$ cat src/rtl/pal_pkg.sv
// ----------------------------------------------------------------------------
// pal_pkg
// Types and constants shared by the positional array list and its cells.
// ----------------------------------------------------------------------------
package pal_pkg;

   localparam int CAPACITY   = 128;
   localparam int DATA_WIDTH = 32;

   localparam int OP_W    = 3;
   localparam int POS_W   = 8;
   localparam int VALUE_W = 32;
   localparam int COUNT_W = 8;

   localparam int CNT_W = $clog2(CAPACITY + 1);
   localparam int CMP_W = (CNT_W > POS_W) ? CNT_W : POS_W;

   typedef enum logic [OP_W-1:0] {
      OP_INSERT_HEAD = 3'd0,
      OP_INSERT_TAIL = 3'd1,
      OP_INSERT_AT   = 3'd2,
      OP_REMOVE_HEAD = 3'd3,
      OP_REMOVE_TAIL = 3'd4,
      OP_REMOVE_AT   = 3'd5
   } op_type;

   typedef logic [DATA_WIDTH-1:0] word_type;
   typedef logic [CMP_W-1:0]      index_type;

   typedef struct packed {
      logic      insert;
      logic      remove;
      index_type position;
      word_type  value;
   } cell_ctl_type;

endpackage

$ cat src/rtl/pal_cell.sv
// ----------------------------------------------------------------------------
// pal_cell
// One list slot. On an insert it takes the word from the slot below or the
// new word; on a removal it takes the word from the slot above.
// ----------------------------------------------------------------------------
module pal_cell
   import pal_pkg::*;
(
   input  logic         clock,
   input  index_type    cell_index,
   input  cell_ctl_type ctl,
   input  word_type     lower_entry,
   input  word_type     upper_entry,
   output word_type     entry,
   output word_type     tap
);

   word_type entry_ff;
   word_type entry_in;

   always_comb begin
      entry_in = entry_ff;
      if (ctl.insert) begin
         if (cell_index > ctl.position) begin
            entry_in = lower_entry;
         end else if (cell_index == ctl.position) begin
            entry_in = ctl.value;
         end
      end else if (ctl.remove && (cell_index >= ctl.position)) begin
         entry_in = upper_entry;
      end
   end

   always_ff @(posedge clock) begin
      entry_ff <= entry_in;
   end

   assign entry = entry_ff;
   assign tap   = (cell_index == ctl.position) ? entry_ff : '0;

endmodule

$ cat config.mk
export PLATFORM = sky130hd
export DESIGN_NAME = pal_cell
export DESIGN_NICKNAME = d
export VERILOG_FILES = /design/src/rtl/pal_pkg.sv /design/src/rtl/pal_cell.sv
export SDC_FILE = /design/constraint.sdc
export NUM_CORES = 1
export LEC_CHECK = 0
export ABC_CLOCK_PERIOD_IN_PS = 3000
export BUFFER_PORTS_ARGS = -buffer_cell sky130_fd_sc_hd__buf_2
export CORE_AREA = 2 2 78 80
export DETAILED_ROUTE_END_ITERATION = 6
export DIE_AREA = 0 0 80 82
export GPL_TIMING_DRIVEN = 0
export PLACE_DENSITY = 0.88
export SYNTH_ARGS = -nofsm -noshare
export SYNTH_HDL_FRONTEND = slang
export SYNTH_SLANG_ARGS = --single-unit
$ cat constraint.sdc
create_clock -name clock -period 3 [get_ports clock]
set_input_delay 0 -clock clock [delete_from_list [all_inputs] [get_ports clock]]
set_output_delay 0 -clock clock [all_outputs]
set_load 0.01 [all_outputs]
==> flow_metrics.env, run 1 <==
export IMPL_run_status="completed"
export IMPL_path_cells="buf_2, inv_1, ha_1, nand4_1, nor2_4, nor4_1, nor2_4"
export IMPL_cp_start_kind="input pin"
export IMPL_critPathCaptureType="register"
export IMPL_design_die_area_sq_um=6560
export IMPL_gp_congestion=0.888
export IMPL_core_area_sq_um=5750
export IMPL_maxCapViolCount=0
export IMPL_dieWidth_um=80
export IMPL_critPathMaxFanout=32
export IMPL_cpMostUsedCell="nor2_4"
export IMPL_cts_root_buf="clkbuf_8"
export IMPL_ctsLongestPathBuffers=2
export IMPL_die_height_um=82
export IMPL_cts_buffers=5
export IMPL_finalHoldViolations=0
export IMPL_grt_max_degree=33
export IMPL_num_rows=28
export IMPL_track_usage=0.205
export IMPL_drt_wirelength_per_cell_um=14.0
export IMPL_seqPwrFrac=0.469
export IMPL_initial_core_util=0.391
export IMPL_port_buffers=177
export IMPL_grt_pass1_vias=2314
export IMPL_antenna_found_initial=0
export IMPL_clock_power_share=0.231
export IMPL_ant_nets=0
export IMPL_avgSynthCellArea_sq_um=9.10
export IMPL_holdWs_ns=0.0675
export IMPL_max_slew_margin=0.398
export IMPL_slowest_stage="nor2_4"
export IMPL_cts_tree="done"
export IMPL_max_freq_mhz=514
export IMPL_postCtsSetupRepairBufs=0
export IMPL_drive_gt1_frac=0.483
export IMPL_first_iter_violations=128
export IMPL_power_leakage_nw=1.62
export IMPL_fin_crit_ns=1.94
export IMPL_cts_resized=0
export IMPL_vdd_drop_max_uv=151
export IMPL_worst_hold_path_type="in -> reg"
export IMPL_via_per_inst=5.09
export IMPL_p_per_area_nw_per_um2=392
export IMPL_swShare=0.299
export IMPL_setup_viol=0
export IMPL_vias=2577
export IMPL_tns_ns=0
export IMPL_ioPinCount=179
export IMPL_drv_slew=0
export IMPL_nNetsFinal=554
export IMPL_synth_seq_cells=32
export IMPL_grt_pass1_wl_um=10500
export IMPL_yosys_warnings=0
export IMPL_p_int_mw=0.911
export IMPL_cts_hold_buf=0
export IMPL_combPwrFrac=0.301
export IMPL_worst_slew_pin_transition_ns=0.902
export IMPL_worstSetupPathType="in -> reg"
export IMPL_synth_nets=370
export IMPL_critPathMaxStageDelay_ns=0.72
export IMPL_route_detailed_drc=0
export IMPL_grt_overflow_total=0
export IMPL_ys_seq_area_frac=0.428
export IMPL_fin_util=0.576
export IMPL_syn_to_final_growth_pct=47.4
export IMPL_clk_pin_slew_ns=0.07
export IMPL_rsz0062_at_grt="no"
export IMPL_cp_arrival_ns=1.84
export IMPL_largest_register_ffs=32
export IMPL_syn_inst=247
export IMPL_firstDrtPassIters=4
export IMPL_drt_total_wl_um=7080
export IMPL_cts_sinks=32
export IMPL_synth_cell_type_count=26
export IMPL_finalCritPeriodShare=0.648
export IMPL_p_sw_mw=0.388
export IMPL_netlist_area_sq_um=2250
export IMPL_required_ns=2.89
export IMPL_htreeDepth=2
export IMPL_antenna_cells=0
export IMPL_place_hpwl_um=5720
area by class of cell:
| type | count | area [sq um] |
|---|---|---|
| Inverter | 8 | 30.0 |
| Multi-Input combinational cell | 185 | 1130 |
| Timing Repair Buffer | 177 | 886 |
| Clock inverter | 1 | 5.00 |
| Sequential cell | 32 | 961 |
| Tap cell | 75 | 93.8 |
| Clock buffer | 6 | 72.6 |
| Fill cell | 541 | 2430 |
| Buffer | 22 | 138 |
cell usage in the layout, fill, tap and decap left out, types with 2 or more instances in the layout:
cell type | synthesis | routed
a31oi_1 | 32 | 32
nor2_4 | 1 | 2
nand3_1 | 32 | 32
o21ai_0 | 23 | 23
buf_6 | 6 | 6
ha_1 | 8 | 8
and2_1 | 32 | 32
edfxtp_1 | 32 | 32
inv_1 | 8 | 8
a21oi_1 | 2 | 2
o21ai_2 | 5 | 5
buf_2 | 5 | 182
clkbuf_1 | 10 | 11
o21ai_1 | 5 | 5
nor2_1 | 35 | 34
clkbuf_8 | 0 | 5
synthesized netlist by cell type (all sizes together):
library cell	count	share of area
nor2	36	0.063
o21ai	33	0.082
a31oi	32	0.089
and2	32	0.089
edfxtp	32	0.43
nand3	32	0.071
buf	11	0.041
clkbuf	11	0.020
ha	8	0.045
inv	8	0.013
a211oi	2	0.012
a21oi	2	0.0045
nand4	2	0.012
a211o	1	0.0078
nor2b	1	0.0039
nor4	1	0.0028
o211ai	1	0.0056
o22a	1	0.0039
o22ai	1	0.0056
cell families (layout without fill, tap and decap cells):
kind of cell    Yosys count  after routing  share of synthesized area
compound gates           73             73                      0.210
flops                    32             32                      0.428
simple gates            104            104                      0.243
buf+inv                  30            214                     0.0746
fa+ha+maj                 8              8                     0.0445
metrics by stage:
stage	instances	setup WS (ns)	instance area (sq um)	power, mW
global placement	499	-0.428	3230	0.995
finish	506	1.06	3310	1.30
detailed placement	499	0.744	3230	1.01
global route	506	0.897	3310	1.38
CTS	506	1.03	3310	1.31
floorplan	247	0.373	2250	0.823
critical path, delay by kind of cell:
| family | cells | cell delay [ns] |
|---|---|---|
| and+or+nand+nor | 4 | 1.40 |
| buffers and inverters | 2 | 0.11 |
| adders and majority gates | 1 | 0.31 |
path summary, 6_finish.rpt:
path,from,end,slack (ns),cells after the start
max,ctl[35],entry[6]$_DFFE_PP_,1.06,7
min,upper_entry[14],entry[14]$_DFFE_PP_,0.07,3
per-layer routing:
layer,global-route usage,part of all wire,up-vias
met4,0.0729,0.019,0
met3,0.0286,0.059,14
met1,0.259,0.41,1168
met2,0.360,0.51,126
li1,-,-,1269
met5,0,0,-
power groups by stage:
stage / Clock [mW] / Sequential, mW / Combinational (mW)
2_1_floorplan: 0 / 0.652 / 0.171
3_3_place_gp: 0 / 0.618 / 0.378
3_5_place_dp: 0 / 0.619 / 0.392
4_1_cts: 0.307 / 0.610 / 0.392
5_1_grt: 0.325 / 0.618 / 0.435
6_report: 0.300 / 0.608 / 0.390
Power figures use the tool's default switching activity.
==> inputs of run 2 (changes only) <==
Settings changed: ABC_CLOCK_PERIOD_IN_PS 3000 to 1900.
Clock period 3 ns to 1.9 ns, I/O delays scaled along.
==> flow_metrics.env, run 2 (synthesis gave the netlist of run 1 again) <==
export IMPL_run_status="completed"
export IMPL_finalCritPeriodShare=0.925
export IMPL_dieWidth_um=80
export IMPL_drt_total_wl_um=7370
export IMPL_track_usage=0.214
export IMPL_place_hpwl_um=5860
export IMPL_route_detailed_drc=0
export IMPL_cts_buffers=5
export IMPL_die_height_um=82
export IMPL_grt_max_degree=17
export IMPL_p_int_mw=1.44
export IMPL_num_rows=28
export IMPL_vias=2590
export IMPL_layout_common_cells="182 x buf_2, 34 x nor2_1"
export IMPL_ioPinCount=179
export IMPL_cts_tree="done"
export IMPL_drive_gt1_frac=0.486
export IMPL_grt_overflow_total=0
export IMPL_nNetsFinal=555
export IMPL_antenna_cells=0
export IMPL_syn_to_final_growth_pct=48.2
export IMPL_vdd_drop_max_uv=340
export IMPL_core_area_sq_um=5750
export IMPL_largest_register_ffs=32
export IMPL_seqPwrFrac=0.469
export IMPL_layout_commonest_cell="buf_2"
export IMPL_initial_core_util=0.391
export IMPL_worst_slew_pin_transition_ns=0.631
export IMPL_fin_crit_ns=1.76
export IMPL_grt_pass1_vias=2355
export IMPL_maxCapViolCount=0
export IMPL_clk_pin_slew_ns=0.06
export IMPL_antenna_found_initial=0
export IMPL_ctsLongestPathBuffers=2
export IMPL_cp_arrival_ns=1.73
export IMPL_cts_sinks=32
export IMPL_final_cell_count_no_fill=507
export IMPL_combPwrFrac=0.306
export IMPL_worst_hold_path_type="in -> reg"
export IMPL_setup_viol=0
export IMPL_fillerInstances=536
export IMPL_postCtsSetupRepairBufs=0
export IMPL_worstSetupPathType="in -> reg"
export IMPL_max_freq_mhz=569
export IMPL_drt_wirelength_per_cell_um=14.5
export IMPL_grt_pass1_wl_um=10800
export IMPL_htreeDepth=2
export IMPL_cts_resized=2
export IMPL_fin_util=0.579
export IMPL_critPathMaxFanout=16
export IMPL_design_die_area_sq_um=6560
export IMPL_max_slew_margin=0.576
export IMPL_endpoint="entry[16]$_DFFE_PP_"
export IMPL_port_buffers=177
export IMPL_cp_start_kind="input pin"
export IMPL_first_iter_violations=138
export IMPL_drv_slew=0
export IMPL_rsz0062_at_grt="no"
export IMPL_gp_congestion=0.941
export IMPL_swShare=0.298
export IMPL_cts_hold_buf=0
export IMPL_finalPower_mw=2.05
export IMPL_critPathCaptureType="register"
export IMPL_finalHoldViolations=0
export IMPL_dp_cells=499
export IMPL_power_leakage_nw=1.62
export IMPL_via_per_inst=5.11
export IMPL_startpoint="cell_index[3]"
export IMPL_firstDrtPassIters=5
export IMPL_ant_nets=0
export IMPL_required_ns=1.87
export IMPL_p_sw_mw=0.611
export IMPL_p_per_area_nw_per_um2=616
export IMPL_clock_power_share=0.225
export IMPL_cts_root_buf="clkbuf_8"
[run 2: worst min path at each step]
stage | startpoint | to | depth (start not counted)
floorplan | upper_entry[10] | entry[10]$_DFFE_PP_ | 2
global placement | upper_entry[4] | entry[4]$_DFFE_PP_ | 3
detailed placement | upper_entry[10] | entry[10]$_DFFE_PP_ | 3
CTS | upper_entry[10] | entry[10]$_DFFE_PP_ | 3
global route | upper_entry[13] | entry[13]$_DFFE_PP_ | 3
finish | upper_entry[10] | entry[10]$_DFFE_PP_ | 3
[run 2: area by class of cell]
type,count,area [sq um],area share
Inverter,8,30.0,0.00902
Clock buffer,6,72.6,0.0218
Sequential cell,32,961,0.289
Buffer,22,138,0.0413
Multi-Input combinational cell,186,1140,0.343
Timing Repair Buffer,177,886,0.266
Tap cell,75,93.8,0.0282
Clock inverter,1,5.00,0.00150
[run 2: power by group through the flow]
stage	Sequential, mW	Combinational (mW)	Clock, mW
final	0.962	0.627	0.462
after global routing	0.973	0.697	0.513
after global placement	0.973	0.601	0
after CTS	0.962	0.628	0.478
after detailed placement	0.977	0.617	0
after floorplan	1.03	0.274	0
[run 2: critical path, cell delays in order]
cell	delay, ns
buf_2	0.10
ha_1	0.32
a21oi_1	0.42
a21oi_1	0.16
nor4_2	0.49
nor2_4	0.22
[run 2: routing by layer]
| metal | global-route usage | vias up | share of wire |
|---|---|---|---|
| met5 | 0 | - | 0 |
| met4 | 0.0780 | 0 | 0.0075 |
| met3 | 0.0396 | 7 | 0.064 |
| met2 | 0.383 | 111 | 0.52 |
| met1 | 0.257 | 1197 | 0.41 |
| li1 | - | 1275 | - |
[run 2: through the flow]
step	setup WS, ns	setup TNS (ns)	instance area [sq um]	hold slack, ns
finish	0.143	0	3330	0.0779
global route	0.0471	0	3330	0.0800
CTS	0.159	0	3330	0.0680
detailed placement	-0.320	-10.21	3230	0.352
global placement	-0.300	-9.54	3230	0.342
floorplan	0.128	0	2250	0.249
==> inputs of run 3 (changes only) <==
Settings changed: ABC_AREA from default to 1, CORE_AREA 2 2 78 80 to 2 2 83 85, DIE_AREA 0 0 80 82 to 0 0 85 87, GPL_ROUTABILITY_DRIVEN from default to 0, PLACE_DENSITY 0.88 to 0.86.
==> flow_metrics.env, run 3 <==
export IMPL_run_status="completed"
export IMPL_route_detailed_drc=0
export IMPL_critPathCaptureType="register"
export IMPL_fin_crit_ns=1.59
export IMPL_syn_to_final_growth_pct=49.0
export IMPL_syn_inst=381
export IMPL_rsz0062_at_grt="no"
export IMPL_maxCapViolCount=0
export IMPL_holdPathEnd="entry[30]$_DFFE_PP_"
export IMPL_synth_nets=504
export IMPL_worst_hold_path_type="in -> reg"
export IMPL_fin_area_sq_um=3940
export IMPL_path_cells="buf_2, ha_1, nand2_2, nor2_4, nand4_4, buf_4, nand3_1, o21ai_2, clkinvlp_4"
export IMPL_fillerInstances=606
export IMPL_grt_pass1_vias=2887
export IMPL_antenna_cells=0
export IMPL_via_per_inst=4.52
export IMPL_htreeDepth=2
export IMPL_setup_viol=0
export IMPL_ioPinCount=179
export IMPL_synth_top_cell_by_area="edfxtp_1"
export IMPL_vdd_drop_max_uv=357
export IMPL_finalCritPeriodShare=0.835
export IMPL_synth_most_common_cell="inv_1"
export IMPL_worst_slew_pin_transition_ns=0.492
export IMPL_grt_pass1_wl_um=12300
export IMPL_layout_commonest_cell="buf_2"
export IMPL_ctsLongestPathBuffers=2
export IMPL_cp_start_kind="input pin"
export IMPL_critPathMaxFanout=16
export IMPL_nNetsFinal=708
export IMPL_whs_path_depth=3
export IMPL_track_usage=0.207
export IMPL_max_slew_margin=0.672
export IMPL_synth_edf_count=32
export IMPL_grt_overflow_total=0
export IMPL_p_per_area_nw_per_um2=602
export IMPL_yosysTopAreaCellShare=0.363
export IMPL_finalHoldViolations=0
export IMPL_antenna_found_initial=0
export IMPL_synth_ff_type="edfxtp_1"
export IMPL_num_rows=30
export IMPL_largest_register_ffs=32
export IMPL_cp_arrival_ns=1.51
export IMPL_grt_max_degree=33
export IMPL_synth_cell_type_count=19
export IMPL_critPathMaxStageDelay_ns=0.42
export IMPL_cts_buffers=5
export IMPL_cts_sinks=32
export IMPL_first_iter_violations=106
export IMPL_drt_wirelength_per_cell_um=11.8
export IMPL_yosys_warnings=0
export IMPL_hold_start="upper_entry[30]"
export IMPL_max_freq_mhz=630
export IMPL_required_ns=1.82
export IMPL_vias=3013
export IMPL_design_die_area_sq_um=7400
export IMPL_power_leakage_nw=2.48
export IMPL_initial_core_util=0.402
export IMPL_place_hpwl_um=5930
export IMPL_synthArstFlopShare=0
export IMPL_clk_pin_slew_ns=0.06
export IMPL_startpoint="cell_index[7]"
export IMPL_synthTopCellsByArea="edfxtp_1 36%, inv_1 16%, nand2_1 15%"
export IMPL_slowest_stage="clkinvlp_4"
export IMPL_cts_tree="done"
export IMPL_dpl_cell_area_sq_um=3630
export IMPL_layout_common_cells="180 x buf_2, 109 x inv_1, 104 x nand2_1"
export IMPL_die_height_um=87
export IMPL_ys_seq_area_frac=0.363
export IMPL_ys_top_cells_by_count="110 x inv_1, 104 x nand2_1, 45 x nand3_1"
export IMPL_drive_gt1_frac=0.389
export IMPL_port_buffers=177
export IMPL_synth_seq_cells=32
export IMPL_drt_total_wl_um=7850
export IMPL_avgSynthCellArea_sq_um=6.94
export IMPL_ant_nets=0
export IMPL_firstDrtPassIters=4
export IMPL_core_area_sq_um=6570
export IMPL_worstSetupPathType="in -> reg"
export IMPL_dieWidth_um=85
export IMPL_drv_slew=0
export IMPL_netlist_area_sq_um=2640
export IMPL_cts_root_buf="clkbuf_8"
export IMPL_finalPower_mw=2.37
## run 3: cell count changes after synthesis, sizes merged, moves of 32 or more
cell	delta
nand2	+107
inv	+102
nand3	+33
a31oi	-32
and2	-32
o21ai	-32
## run 3: cells by family (layout without fill, tap and decap cells)
kind of cell,count (synthesis),in the layout,synth area share
AND/OR/NAND/NOR,207,207,0.380
buffers and inverters,130,335,0.211
flip-flops,32,32,0.363
adder cells (fa/ha/maj),8,8,0.0379
AO/OA/AOI/OAI,4,4,0.00852
## run 3: area by class of cell
class / instances / area (sq um) / area share
multi-input cells: 219 / 1130 / 0.287
well taps: 80 / 100 / 0.0254
clock inverters: 2 / 35.0 / 0.00889
clock buffers: 6 / 72.6 / 0.0184
repair buffers: 196 / 1070 / 0.272
repair inverters: 1 / 7.51 / 0.00191
plain buffers: 20 / 146 / 0.0372
flip-flops and latches: 32 / 961 / 0.244
inverters: 110 / 417 / 0.106
## run 3: metal layers
metal | share of wire | GRT usage | vias to the layer above
met3 | 0.055 | 0.0341 | 18
met5 | 0 | 0 | -
li1 | - | - | 1533
met1 | 0.39 | 0.223 | 1336
met2 | 0.53 | 0.402 | 126
met4 | 0.024 | 0.0808 | 0
## run 3: worst max-delay path, delay by kind of cell
kind            cells  cell delay [ns]
simple gates        4             0.34
fa+ha+maj           1             0.31
buf+inv             3             0.70
compound gates      1             0.15
## run 3: worst max-delay path by stage
stage	to	depth (start not counted)	slack, ns
after floorplan	entry[0]$_DFFE_PP_	9	0.05
after global placement	entry[5]$_DFFE_PP_	9	-0.32
after detailed placement	entry[6]$_DFFE_PP_	9	-0.39
after CTS	entry[1]$_DFFE_PP_	9	0.007
after global routing	entry[1]$_DFFE_PP_	10	0.19
final	entry[1]$_DFFE_PP_	9	0.31
## run 3: power breakdown
group / leakage, nW / internal (mW) / total [mW] / switching [mW]
Sequential: 0.301 / 0.922 / 0.978 / 0.0559
Clock: 0.0552 / 0.389 / 0.623 / 0.234
Combinational: 2.12 / 0.340 / 0.769 / 0.429
Total: 2.48 / 1.65 / 2.37 / 0.719
## run 3: repair_timing
| action | CTS | global route |
|---|---|---|
| gates cloned | 0 | 1 |
| hold buffers | 17 | 0 |
| endpoints found under the setup margin | 32 | 32 |
| setup buffers | 0 | 2 |
| gates resized for setup | 2 | 2 |
| hold endpoints to repair | 17 | 0 |
## run 3: per-stage QoR
step / utilization / setup TNS [ns] / hold WS [ns] / setup slack, ns / cells
after global placement: 0.553 / -10.09 / 0.276 / -0.317 / 638
after detailed placement: 0.553 / -12.30 / 0.278 / -0.385 / 638
after global routing: 0.600 / 0 / 0.00357 / 0.188 / 666
after floorplan: - / 0 / 0.186 / 0.0468 / 381
after CTS: 0.596 / 0 / 0.000311 / 0.00663 / 663
final: 0.600 / 0 / 0.00648 / 0.313 / 666
